## src/hdl/agga_pkg.sv

```systemverilog
// Shared constants and types for the affine-gap global alignment distance block.
// No dependencies; used by agga_sat_add and affine_gap_global_align_distance.
package agga_pkg;

    localparam int LEN_BITS   = 8;
    localparam int MAX_LEN    = 1 << LEN_BITS;
    localparam int CNT_BITS   = LEN_BITS + 1;
    localparam int SCORE_W    = 32;
    localparam int DIST_W     = 10;
    localparam int ADDR_W     = 4;

    typedef logic signed [SCORE_W-1:0] score_t;
    typedef logic [CNT_BITS-1:0]       cnt_t;

    // trace pointer codes
    localparam logic [1:0] PTR_MATCH    = 2'd0;
    localparam logic [1:0] PTR_MISMATCH = 2'd1;
    localparam logic [1:0] PTR_UP       = 2'd2;
    localparam logic [1:0] PTR_LEFT     = 2'd3;

    // register indexes
    localparam logic [1:0] REG_MATCH    = 2'd0;
    localparam logic [1:0] REG_MISMATCH = 2'd1;
    localparam logic [1:0] REG_GAP_OPEN = 2'd2;
    localparam logic [1:0] REG_GAP_EXT  = 2'd3;

endpackage

```

## src/hdl/agga_sat_add.sv

```systemverilog
// Shared saturating score adder, reused by the fill sequencer in its init, row and cell states.
// Depends on agga_pkg.
module agga_sat_add (
    input  agga_pkg::score_t a,
    input  agga_pkg::score_t b,
    output agga_pkg::score_t sum
);

    logic signed [agga_pkg::SCORE_W:0] wide;

    assign wide = {a[agga_pkg::SCORE_W-1], a} + {b[agga_pkg::SCORE_W-1], b};

    always_comb
    begin
        if (wide[agga_pkg::SCORE_W] == wide[agga_pkg::SCORE_W-1])
        begin
            sum = wide[agga_pkg::SCORE_W-1:0];
        end
        else if (wide[agga_pkg::SCORE_W])
        begin
            sum = {1'b1, {(agga_pkg::SCORE_W-1){1'b0}}};
        end
        else
        begin
            sum = {1'b0, {(agga_pkg::SCORE_W-1){1'b1}}};
        end
    end

endmodule

```

## config.mk

```make
export PLATFORM = sky130hd
export DESIGN_NAME = agga_sat_add
export DESIGN_NICKNAME = d
export VERILOG_FILES = /design/src/hdl/agga_pkg.sv /design/src/hdl/agga_sat_add.sv
export SDC_FILE = /design/constraint.sdc
export NUM_CORES = 1
export LEC_CHECK = 0
export ABC_CLOCK_PERIOD_IN_PS = 3800
export BUFFER_PORTS_ARGS = -buffer_cell sky130_fd_sc_hd__buf_2
export CELL_PAD_IN_SITES_DETAIL_PLACEMENT = 1
export CELL_PAD_IN_SITES_GLOBAL_PLACEMENT = 1
export CORE_MARGIN = 2
export CORE_UTILIZATION = 31
export DETAILED_ROUTE_END_ITERATION = 10
export PLACE_DENSITY_LB_ADDON = 0.3
export SLEW_MARGIN = 5
export SYNTH_ARGS = -nofsm -noshare
export SYNTH_HDL_FRONTEND = slang
export SYNTH_SLANG_ARGS = --single-unit
```

## constraint.sdc

```tcl
create_clock -name vclk -period 3.8
set_input_delay 0.76 -clock vclk [all_inputs]
set_output_delay 0.76 -clock vclk [all_outputs]
set_load 0.005 [all_outputs]
```

Word-level counts from Yosys, hierarchy flattened
Cells that the tools add are included.
{"block": "op_classes", "addsub": 1, "eq_ne": 1, "n_mux": 2}
{"op": "two-way mux 32 bit", "n": 2}
{"op": "adder 32 x 32 -> 33 bit", "n": 1}
{"op": "equality test 1 bit", "n": 1}
{"block": "totals", "ff_bits": 0, "out_inout_bits": 32, "word_cells": 4}

Logic depth before layout (Yosys ltp)
Gate-level depths: netlist of run 1.
{"block": "depth", "depth_word": 3, "ltp_mapped": 12}

Least setup slack after synthesis of run 1
No wires, ideal clock.
{"block": "synth_timing", "path_kind": "input -> output", "from": "in a[0]", "to": "out sum[14]", "arrival_time_ns": 3.054, "required_time_ns": 3.040, "path_slack_ns": -0.014, "stages": 12, "n_path_buf": 1, "path_cell_list": "ha_1 -> inv_1 -> fa_1 -> nand2b_1 -> a211oi_2 -> o211ai_1 -> a31oi_1 -> o21ai_0 -> a22oi_2 -> nand3_2 -> buf_4 -> a21oi_1"}
{"block": "synth_between", "elab_chain_len": 3, "word_cells_on_any_way": 4}
{"element": "from (decl)", "line_no": "agga_sat_add.sv:4", "source": "input agga_pkg::score_t a,"}
{"element": "adder 32 x 32 -> 33 bit (*)", "line_no": "agga_sat_add.sv:11", "source": "assign wide = {a[agga_pkg::SCORE_W-1], a} + {b[agga_pkg::SCORE_W-1], b};"}
{"element": "two-way mux 32 bit or equality test 1 bit (tied branches)", "line_no": "agga_sat_add.sv:19, agga_sat_add.sv:15"}
{"element": "two-way mux 32 bit (*)", "line_no": "agga_sat_add.sv:15", "source": "if (wide[agga_pkg::SCORE_W] == wide[agga_pkg::SCORE_W-1])"}
{"element": "to (decl)", "line_no": "agga_sat_add.sv:6", "source": "output agga_pkg::score_t sum"}
Every way passes the cells marked *; elsewhere a longest branch is shown, timed or not.

Final worst setup path of run 1
{"block": "layout_timing", "from": "in b[7]", "to": "out sum[16]"}
{"block": "layout_between", "elab_chain_len": 3, "word_cells_on_any_way": 4}
{"element": "from (decl)", "line_no": "agga_sat_add.sv:5", "source": "input agga_pkg::score_t b,"}
{"element": "adder 32 x 32 -> 33 bit (*)", "line_no": "agga_sat_add.sv:11"}
{"element": "two-way mux 32 bit or equality test 1 bit (tied branches)", "line_no": "agga_sat_add.sv:19, agga_sat_add.sv:15"}
{"element": "two-way mux 32 bit (*)", "line_no": "agga_sat_add.sv:15"}
Marks and branches as above.

==> run_summary.xml, run 1 <==
<?xml version="1.0" encoding="UTF-8"?>
<metrics>
  <group name="synth">
    <metric name="synth-warning-count" unit="">0</metric>
    <metric name="netlist_top_cells_area" unit="">ha_1, a21oi_1, xor2_1</metric>
    <metric name="multiplexer_share_of_the_synthesized_area" unit="">0</metric>
    <metric name="compound_gate_portion_of_the_synthesized_area" unit="">0.432</metric>
    <metric name="synth-simple-area-share" unit="">0.178</metric>
    <metric name="dominant_combinational_cell_family_by_area_after_synthesis" unit="">compound AO/OA/AOI/OAI gates</metric>
    <metric name="synth_fp_nets" unit="">387</metric>
    <metric name="synthesis.area_per_instance" unit="µm²">7.05</metric>
    <metric name="synth_top_cell_area_share" unit="">0.196</metric>
    <metric name="synth.cell_area" unit="mm²">0.00204</metric>
    <metric name="synthXorXnorAreaFrac" unit="">0.111</metric>
    <metric name="post_synth_fa_ha_maj_area_fraction" unit="">0.222</metric>
    <metric name="syn-instance-count" unit="">290</metric>
    <metric name="synth_cell_type_count" unit="">54</metric>
    <metric name="netlist.top_cell.by_area" unit="">ha_1</metric>
    <metric name="sequential_cell_area_fraction_in_the_yosys_report" unit="">0</metric>
  </group>
  <group name="sta">
    <metric name="final_hold_viol_count" unit="">0</metric>
    <metric name="rsz_0062_raised_after_global_routing" unit="">true</metric>
    <metric name="period_share" unit="">1.19</metric>
    <metric name="post_route_hold_slack" unit="ps">2060</metric>
    <metric name="final_setup_margin" unit="ps">-735</metric>
    <metric name="drv_slew" unit="">0</metric>
    <metric name="slew-limit-headroom" unit="">0.697</metric>
    <metric name="final_setup_violation_count" unit="">32</metric>
    <metric name="max_freq" unit="GHz">0.220</metric>
    <metric name="period_minus_slack" unit="ps">4540</metric>
    <metric name="max_slew.worst_pin.slew" unit="ps">453</metric>
  </group>
  <group name="place">
    <metric name="port-buffer-count" unit="">96</metric>
    <metric name="detailed_place.area" unit="mm²">0.00329</metric>
    <metric name="dp_hpwl" unit="µm">7450</metric>
    <metric name="routabilityCongestion" unit="">0.902</metric>
  </group>
  <group name="power_and_ir_drop">
    <metric name="irDropWorstVdd" unit="V">0.000186</metric>
    <metric name="switching_share" unit="">0.541</metric>
    <metric name="power.share.clock" unit="">0</metric>
    <metric name="power_leakage" unit="nW">2.07</metric>
    <metric name="p_int" unit="µW">567</metric>
    <metric name="net-switching-power" unit="µW">669</metric>
    <metric name="power_per_cell_area" unit="mW/mm²">279</metric>
    <metric name="comb_power_share" unit="">1.000</metric>
    <metric name="sequential_group_share_of_total_power" unit="">0</metric>
    <metric name="design_power_total" unit="mW">1.24</metric>
  </group>
  <group name="die">
    <metric name="die_area" unit="mm²">0.00726</metric>
    <metric name="die-height" unit="µm">85.2</metric>
    <metric name="floorplan.initialDensity" unit="">0.322</metric>
    <metric name="horiz_die_dim" unit="µm">85.2</metric>
    <metric name="top_level_ports" unit="">96</metric>
    <metric name="fp-row-count" unit="">29</metric>
    <metric name="core_ar" unit="mm²">0.00635</metric>
  </group>
  <group name="global_route">
    <metric name="antenna_found_initial" unit="">0</metric>
    <metric name="grt_max_degree" unit="">9</metric>
    <metric name="first_global_vias" unit="">4095</metric>
    <metric name="grt_pass1_wl" unit="µm">23700</metric>
    <metric name="grt_overflow_total" unit="">0</metric>
    <metric name="globalRouteTotalUtil" unit="">0.418</metric>
  </group>
  <group name="critical_path">
    <metric name="timing.critical_path.cells" unit="">buf_2 &gt; ha_2 &gt; nand4_1 &gt; buf_4 &gt; a211oi_4 &gt; o211ai_1 &gt; a31oi_1 &gt; o21ai_1 &gt; a22oi_2 &gt; nand3_4 &gt; buf_12 &gt; a21oi_4 &gt; buf_2</metric>
    <metric name="critical-path-slowest-cell" unit="">a22oi_2</metric>
    <metric name="critical_path_required" unit="ps">3040</metric>
    <metric name="critical_path.endpoint_type" unit="">primary output</metric>
    <metric name="timing.critical_path.from_type" unit="">input port</metric>
    <metric name="path_delay_family" unit="">compound AO/OA/AOI/OAI gates</metric>
    <metric name="path_common_cell" unit="">buf_2</metric>
    <metric name="crit_buf_inv" unit="">4</metric>
    <metric name="crit_arrival" unit="ps">3780</metric>
    <metric name="criticalPathCategory" unit="">input port to primary output</metric>
    <metric name="critPathMaxFanout" unit="">8</metric>
    <metric name="timing.critical_path.slowest_cell_delay" unit="ps">390</metric>
  </group>
  <group name="cells_and_area">
    <metric name="n_antenna_cell" unit="">0</metric>
    <metric name="sequential_cell_area" unit="µm²">0</metric>
    <metric name="design.final.nets" unit="">613</metric>
    <metric name="area_growth" unit="%">117</metric>
    <metric name="final_cell_mix" unit="">buf_4, buf_2, a21oi_1</metric>
    <metric name="numSequentialCells" unit="">0</metric>
    <metric name="stdcell_area" unit="mm²">0.00442</metric>
    <metric name="final.fill_count" unit="">728</metric>
    <metric name="fraction_of_layout_cells_with_a_size_suffix_above_1" unit="">0.640</metric>
    <metric name="clock_buffer_count" unit="">0</metric>
    <metric name="final_common_cell" unit="">buf_4</metric>
    <metric name="final_core_util" unit="">0.697</metric>
  </group>
  <group name="detailed_routing">
    <metric name="via_count" unit="">4112</metric>
    <metric name="wirelength" unit="µm">18900</metric>
    <metric name="antenna_left" unit="">0</metric>
    <metric name="count_of_routing_violations_after_the_opening_detailed_route_iteration" unit="">256</metric>
    <metric name="drt_pass1_iterations" unit="">5</metric>
    <metric name="vias_per_cell" unit="">6.96</metric>
    <metric name="drt_drc_violations_left" unit="">0</metric>
    <metric name="routed_wire_length_per_instance" unit="µm">31.9</metric>
  </group>
  <group name="flow_run">
    <metric name="max-cap-violations" unit="">0</metric>
  </group>
  <group name="run_status">
    <metric name="violated_checks" unit="">setup timing</metric>
    <metric name="outcome" unit="">complete, but fails checks</metric>
  </group>
  <group name="hold_path">
    <metric name="hold_path_class" unit="">input port to primary output</metric>
  </group>
  <group name="clock_network">
    <metric name="hold_buffers" unit="">0</metric>
  </group>
</metrics>
-- tightest hold or removal path: cells and delay by family --
kind / cells / cell delay (ps)
buffers and inverters: 3 / 260
AO/OA/AOI/OAI: 1 / 160
adder cells (fa/ha/maj): 1 / 120
-- logic make-up after synthesis --
logic type,Yosys count
adder cells (fa/ha/maj),36
AND/OR/NAND/NOR,70
buffers and inverters,24
AO/OA/AOI/OAI,134
XOR/XNOR,26
-- power groups by stage --
stage	Clock (mW)	Combinational [mW]	Sequential, mW
final	0	1.24	0
after global routing	0	1.26	0
after CTS	0	0.972	0
after detailed placement	0	0.713	0
after global placement	0	0.688	0
after floorplan	0	0.374	0
-- stage by stage --
step	setup slack, ps	TNS (ps)	instances
floorplan	15.8	0	290
global placement	-517	-12380	550
detailed placement	-592	-14170	550
CTS	-145	-2610	583
global route	-794	-22520	591
finish	-735	-20940	591
-- cell type report --
| class | instances | area, µm² | area share |
|---|---|---|---|
| Tap cell | 77 | 96.3 | 0.0218 |
| Timing Repair Buffer | 231 | 1690 | 0.382 |
| Multi-Input combinational cell | 268 | 2580 | 0.583 |
| Inverter | 15 | 56.3 | 0.0127 |
-- final timing paths --
check | cells after the start | endpoint | start
hold / removal | 5 | sum[0] | a[0]
setup / recovery | 13 | sum[16] | b[7]
-- synthesized netlist by cell type, types with 2 or more instances --
master	n
a41o_1	2
a21o_1	10
and4_1	2
o21a_1	3
a31oi_1	4
o211ai_1	4
nand2b_1	5
xnor2_1	12
a21oi_1	49
a211oi_1	3
buf_2	2
a21boi_0	2
nand2_1	21
a32o_1	2
o21ai_1	7
maj3_2	3
clkbuf_1	2
ha_1	32
nand4_1	5
xor2_1	14
nor3_1	5
nor2_1	15
a21oi_2	2
o31ai_1	6
o21bai_1	4
buf_4	4
inv_1	15
o21ai_0	23
nand3_1	4
nor2b_1	2
and3_1	3
-- per-layer routing --
| metal | up-vias | track usage | wire length, µm |
|---|---|---|---|
| met2 | 422 | 0.765 | 8710 |
| li1 | 1557 | - | - |
| met4 | 0 | 0.215 | 2250 |
| met5 | - | 0 | 0 |
| met3 | 221 | 0.0496 | 1690 |
| met1 | 1912 | 0.471 | 6200 |
-- what timing repair did --
| action | 4_1_cts | 5_1_grt |
|---|---|---|
| gates cloned | 4 | 0 |
| resized for setup | 112 | 38 |
| pin swaps | 50 | 23 |
| setup endpoints to repair | 32 | 32 |
| buffers inserted | 31 | 9 |
| hold endpoints to repair | 0 | 0 |
Power figures use the tool's default switching activity.
==> run 2, diff against run 1 <==
--- a/config.mk
+++ b/config.mk
@@ -12,7 +12,8 @@
 export CORE_MARGIN = 2
 export CORE_UTILIZATION = 31
 export DETAILED_ROUTE_END_ITERATION = 10
-export PLACE_DENSITY_LB_ADDON = 0.3
+export PLACE_DENSITY = 0.93
+export SKIP_LAST_GASP = 1
 export SLEW_MARGIN = 5
 export SYNTH_ARGS = -nofsm -noshare
 export SYNTH_HDL_FRONTEND = slang
==> run 2 against run 1 <==
Net effect:
- the run still ends with setup timing left
- critical path depth rose by 3
- setup slack improved by 230 ps
- non-clock buffer count fell by 19
- cell count fell by 3.4%
- sequential share of layout area did not move
- via count fell by 7.5%
- die area did not move
- routed wire length fell by 11%
- first-iteration DRC count rose by 48%
==> run_summary.xml, run 2 (synthesis results as in run 1) <==
<?xml version="1.0" encoding="UTF-8"?>
<metrics>
  <group name="run_status">
    <metric name="violated_checks" unit="">setup timing</metric>
    <metric name="outcome" unit="">complete, but fails checks</metric>
  </group>
  <group name="critical_path">
    <metric name="critPathMaxFanout" unit="">7</metric>
    <metric name="crit_arrival" unit="ps">3550</metric>
    <metric name="critical_path_required" unit="ps">3040</metric>
    <metric name="critical-path-slowest-cell" unit="">fa_2</metric>
    <metric name="timing.critical_path.slowest_cell_delay" unit="ps">350</metric>
    <metric name="criticalPathCategory" unit="">input port to primary output</metric>
    <metric name="setup.worst_path.end" unit="">sum[22]</metric>
    <metric name="critical_path.endpoint_type" unit="">primary output</metric>
    <metric name="timing.critical_path.from" unit="">b[0]</metric>
    <metric name="timing.critical_path.cells" unit="">buf_8 &gt; ha_4 &gt; inv_2 &gt; fa_2 &gt; nand2b_4 &gt; a211oi_4 &gt; o211ai_1 &gt; buf_4 &gt; a31oi_4 &gt; o21ai_2 &gt; a22oi_2 &gt; nand3_4 &gt; buf_12 &gt; buf_12 &gt; a21oi_2 &gt; buf_2</metric>
    <metric name="path_common_cell" unit="">buf_12</metric>
    <metric name="timing.critical_path.from_type" unit="">input port</metric>
  </group>
  <group name="global_route">
    <metric name="globalRouteTotalUtil" unit="">0.402</metric>
    <metric name="antenna_found_initial" unit="">0</metric>
    <metric name="first_global_vias" unit="">4044</metric>
    <metric name="grt_max_degree" unit="">9</metric>
    <metric name="grt_pass1_wl" unit="µm">22900</metric>
    <metric name="grt_overflow_total" unit="">0</metric>
  </group>
  <group name="detailed_routing">
    <metric name="via_count" unit="">3804</metric>
    <metric name="drt_pass1_iterations" unit="">5</metric>
    <metric name="antenna_left" unit="">0</metric>
    <metric name="drt_drc_violations_left" unit="">0</metric>
    <metric name="vias_per_cell" unit="">6.66</metric>
    <metric name="count_of_routing_violations_after_the_opening_detailed_route_iteration" unit="">380</metric>
    <metric name="wirelength" unit="µm">16800</metric>
    <metric name="routed_wire_length_per_instance" unit="µm">29.4</metric>
  </group>
  <group name="sta">
    <metric name="final_hold_viol_count" unit="">0</metric>
    <metric name="drv_slew" unit="">0</metric>
    <metric name="rsz_0062_raised_after_global_routing" unit="">true</metric>
    <metric name="period_share" unit="">1.13</metric>
    <metric name="final_setup_violation_count" unit="">32</metric>
    <metric name="final_setup_margin" unit="ps">-510</metric>
    <metric name="post_route_hold_slack" unit="ps">2080</metric>
    <metric name="period_minus_slack" unit="ps">4310</metric>
    <metric name="slew-limit-headroom" unit="">0.639</metric>
    <metric name="max_freq" unit="GHz">0.232</metric>
    <metric name="max_slew.worst_pin.slew" unit="ps">539</metric>
  </group>
  <group name="die">
    <metric name="die_area" unit="mm²">0.00726</metric>
    <metric name="horiz_die_dim" unit="µm">85.2</metric>
    <metric name="fp-row-count" unit="">29</metric>
    <metric name="die-height" unit="µm">85.2</metric>
    <metric name="top_level_ports" unit="">96</metric>
    <metric name="floorplan.initialDensity" unit="">0.322</metric>
    <metric name="core_ar" unit="mm²">0.00635</metric>
  </group>
  <group name="place">
    <metric name="dp_hpwl" unit="µm">8160</metric>
    <metric name="port-buffer-count" unit="">96</metric>
    <metric name="routabilityCongestion" unit="">0.872</metric>
    <metric name="detailedPlace.worstSlack" unit="ps">-691</metric>
  </group>
  <group name="cells_and_area">
    <metric name="numSequentialCells" unit="">0</metric>
    <metric name="final_common_cell" unit="">buf_4</metric>
    <metric name="final_cell_mix" unit="">buf_4, buf_2, a21oi_1</metric>
    <metric name="multi_input_area" unit="mm²">0.00255</metric>
    <metric name="fraction_of_layout_cells_with_a_size_suffix_above_1" unit="">0.626</metric>
    <metric name="final.fill_count" unit="">755</metric>
    <metric name="sequential_cell_area" unit="µm²">0</metric>
    <metric name="clock_buffer_count" unit="">0</metric>
    <metric name="design.final.nets" unit="">593</metric>
    <metric name="n_antenna_cell" unit="">0</metric>
    <metric name="area_growth" unit="%">107</metric>
    <metric name="final_core_util" unit="">0.666</metric>
  </group>
  <group name="power_and_ir_drop">
    <metric name="comb_power_share" unit="">1.000</metric>
    <metric name="p_int" unit="µW">544</metric>
    <metric name="power_leakage" unit="nW">1.96</metric>
    <metric name="power.share.clock" unit="">0</metric>
    <metric name="design_power_total" unit="mW">1.17</metric>
    <metric name="sequential_group_share_of_total_power" unit="">0</metric>
    <metric name="switching_share" unit="">0.535</metric>
    <metric name="power_per_cell_area" unit="mW/mm²">276</metric>
    <metric name="irDropWorstVdd" unit="V">0.000176</metric>
    <metric name="net-switching-power" unit="µW">625</metric>
  </group>
  <group name="flow_run">
    <metric name="max-cap-violations" unit="">0</metric>
  </group>
  <group name="hold_path">
    <metric name="hold_path_class" unit="">input port to primary output</metric>
  </group>
</metrics>
-- run 2: what timing repair did --
item                                    4_1_cts  5_1_grt
gates resized for setup                     102       43
buffers inserted                             20        6
hold buffers                                  0        0
cloned                                        2        0
pin swaps                                    40       19
endpoints found under the setup margin       32       32
-- run 2: area by class of cell --
class | instances | share of cell area
Timing Repair Buffer | 212 | 0.360
Tap cell | 77 | 0.0228
Inverter | 15 | 0.0133
Multi-Input combinational cell | 267 | 0.604
-- run 2: worst max-delay path: cells and delay by family --
family / cells / cell delay (ps)
AO/OA/AOI/OAI: 6 / 1160
adder cells (fa/ha/maj): 2 / 480
AND/OR/NAND/NOR: 2 / 360
buffers and inverters: 6 / 780
-- run 2: worst min path at each step --
stage	start	to	slack (ps)	cells after the start
floorplan	b[0]	sum[0]	1780	3
global placement	b[0]	sum[0]	1950	5
detailed placement	b[26]	sum[26]	2080	6
CTS	a[0]	sum[0]	2030	5
global route	a[0]	sum[0]	2080	5
finish	a[0]	sum[0]	2080	5
-- run 2: layer usage --
metal	vias up	GRT usage	share of wire	wire (µm)
met2	340	0.739	0.47	7820
met4	0	0.260	0.10	1760
li1	1518	-	-	-
met3	155	0.0720	0.085	1420
met1	1791	0.414	0.35	5800
met5	-	0	0	0
-- run 2: power groups by stage --
| stage | sequential (mW) | combinational, mW | clock [mW] |
|---|---|---|---|
| 6_report | 0 | 1.17 | 0 |
| 5_1_grt | 0 | 1.20 | 0 |
| 4_1_cts | 0 | 0.938 | 0 |
| 3_5_place_dp | 0 | 0.729 | 0 |
| 3_3_place_gp | 0 | 0.681 | 0 |
| 2_1_floorplan | 0 | 0.374 | 0 |
-- run 2: stage by stage --
step	instances	setup TNS (ps)	cell area, µm²
after floorplan	290	0	2050
after global routing	571	-15210	4230
after detailed placement	544	-16800	3260
final	571	-12290	4230
after global placement	544	-12120	3260
after CTS	566	-3080	4000
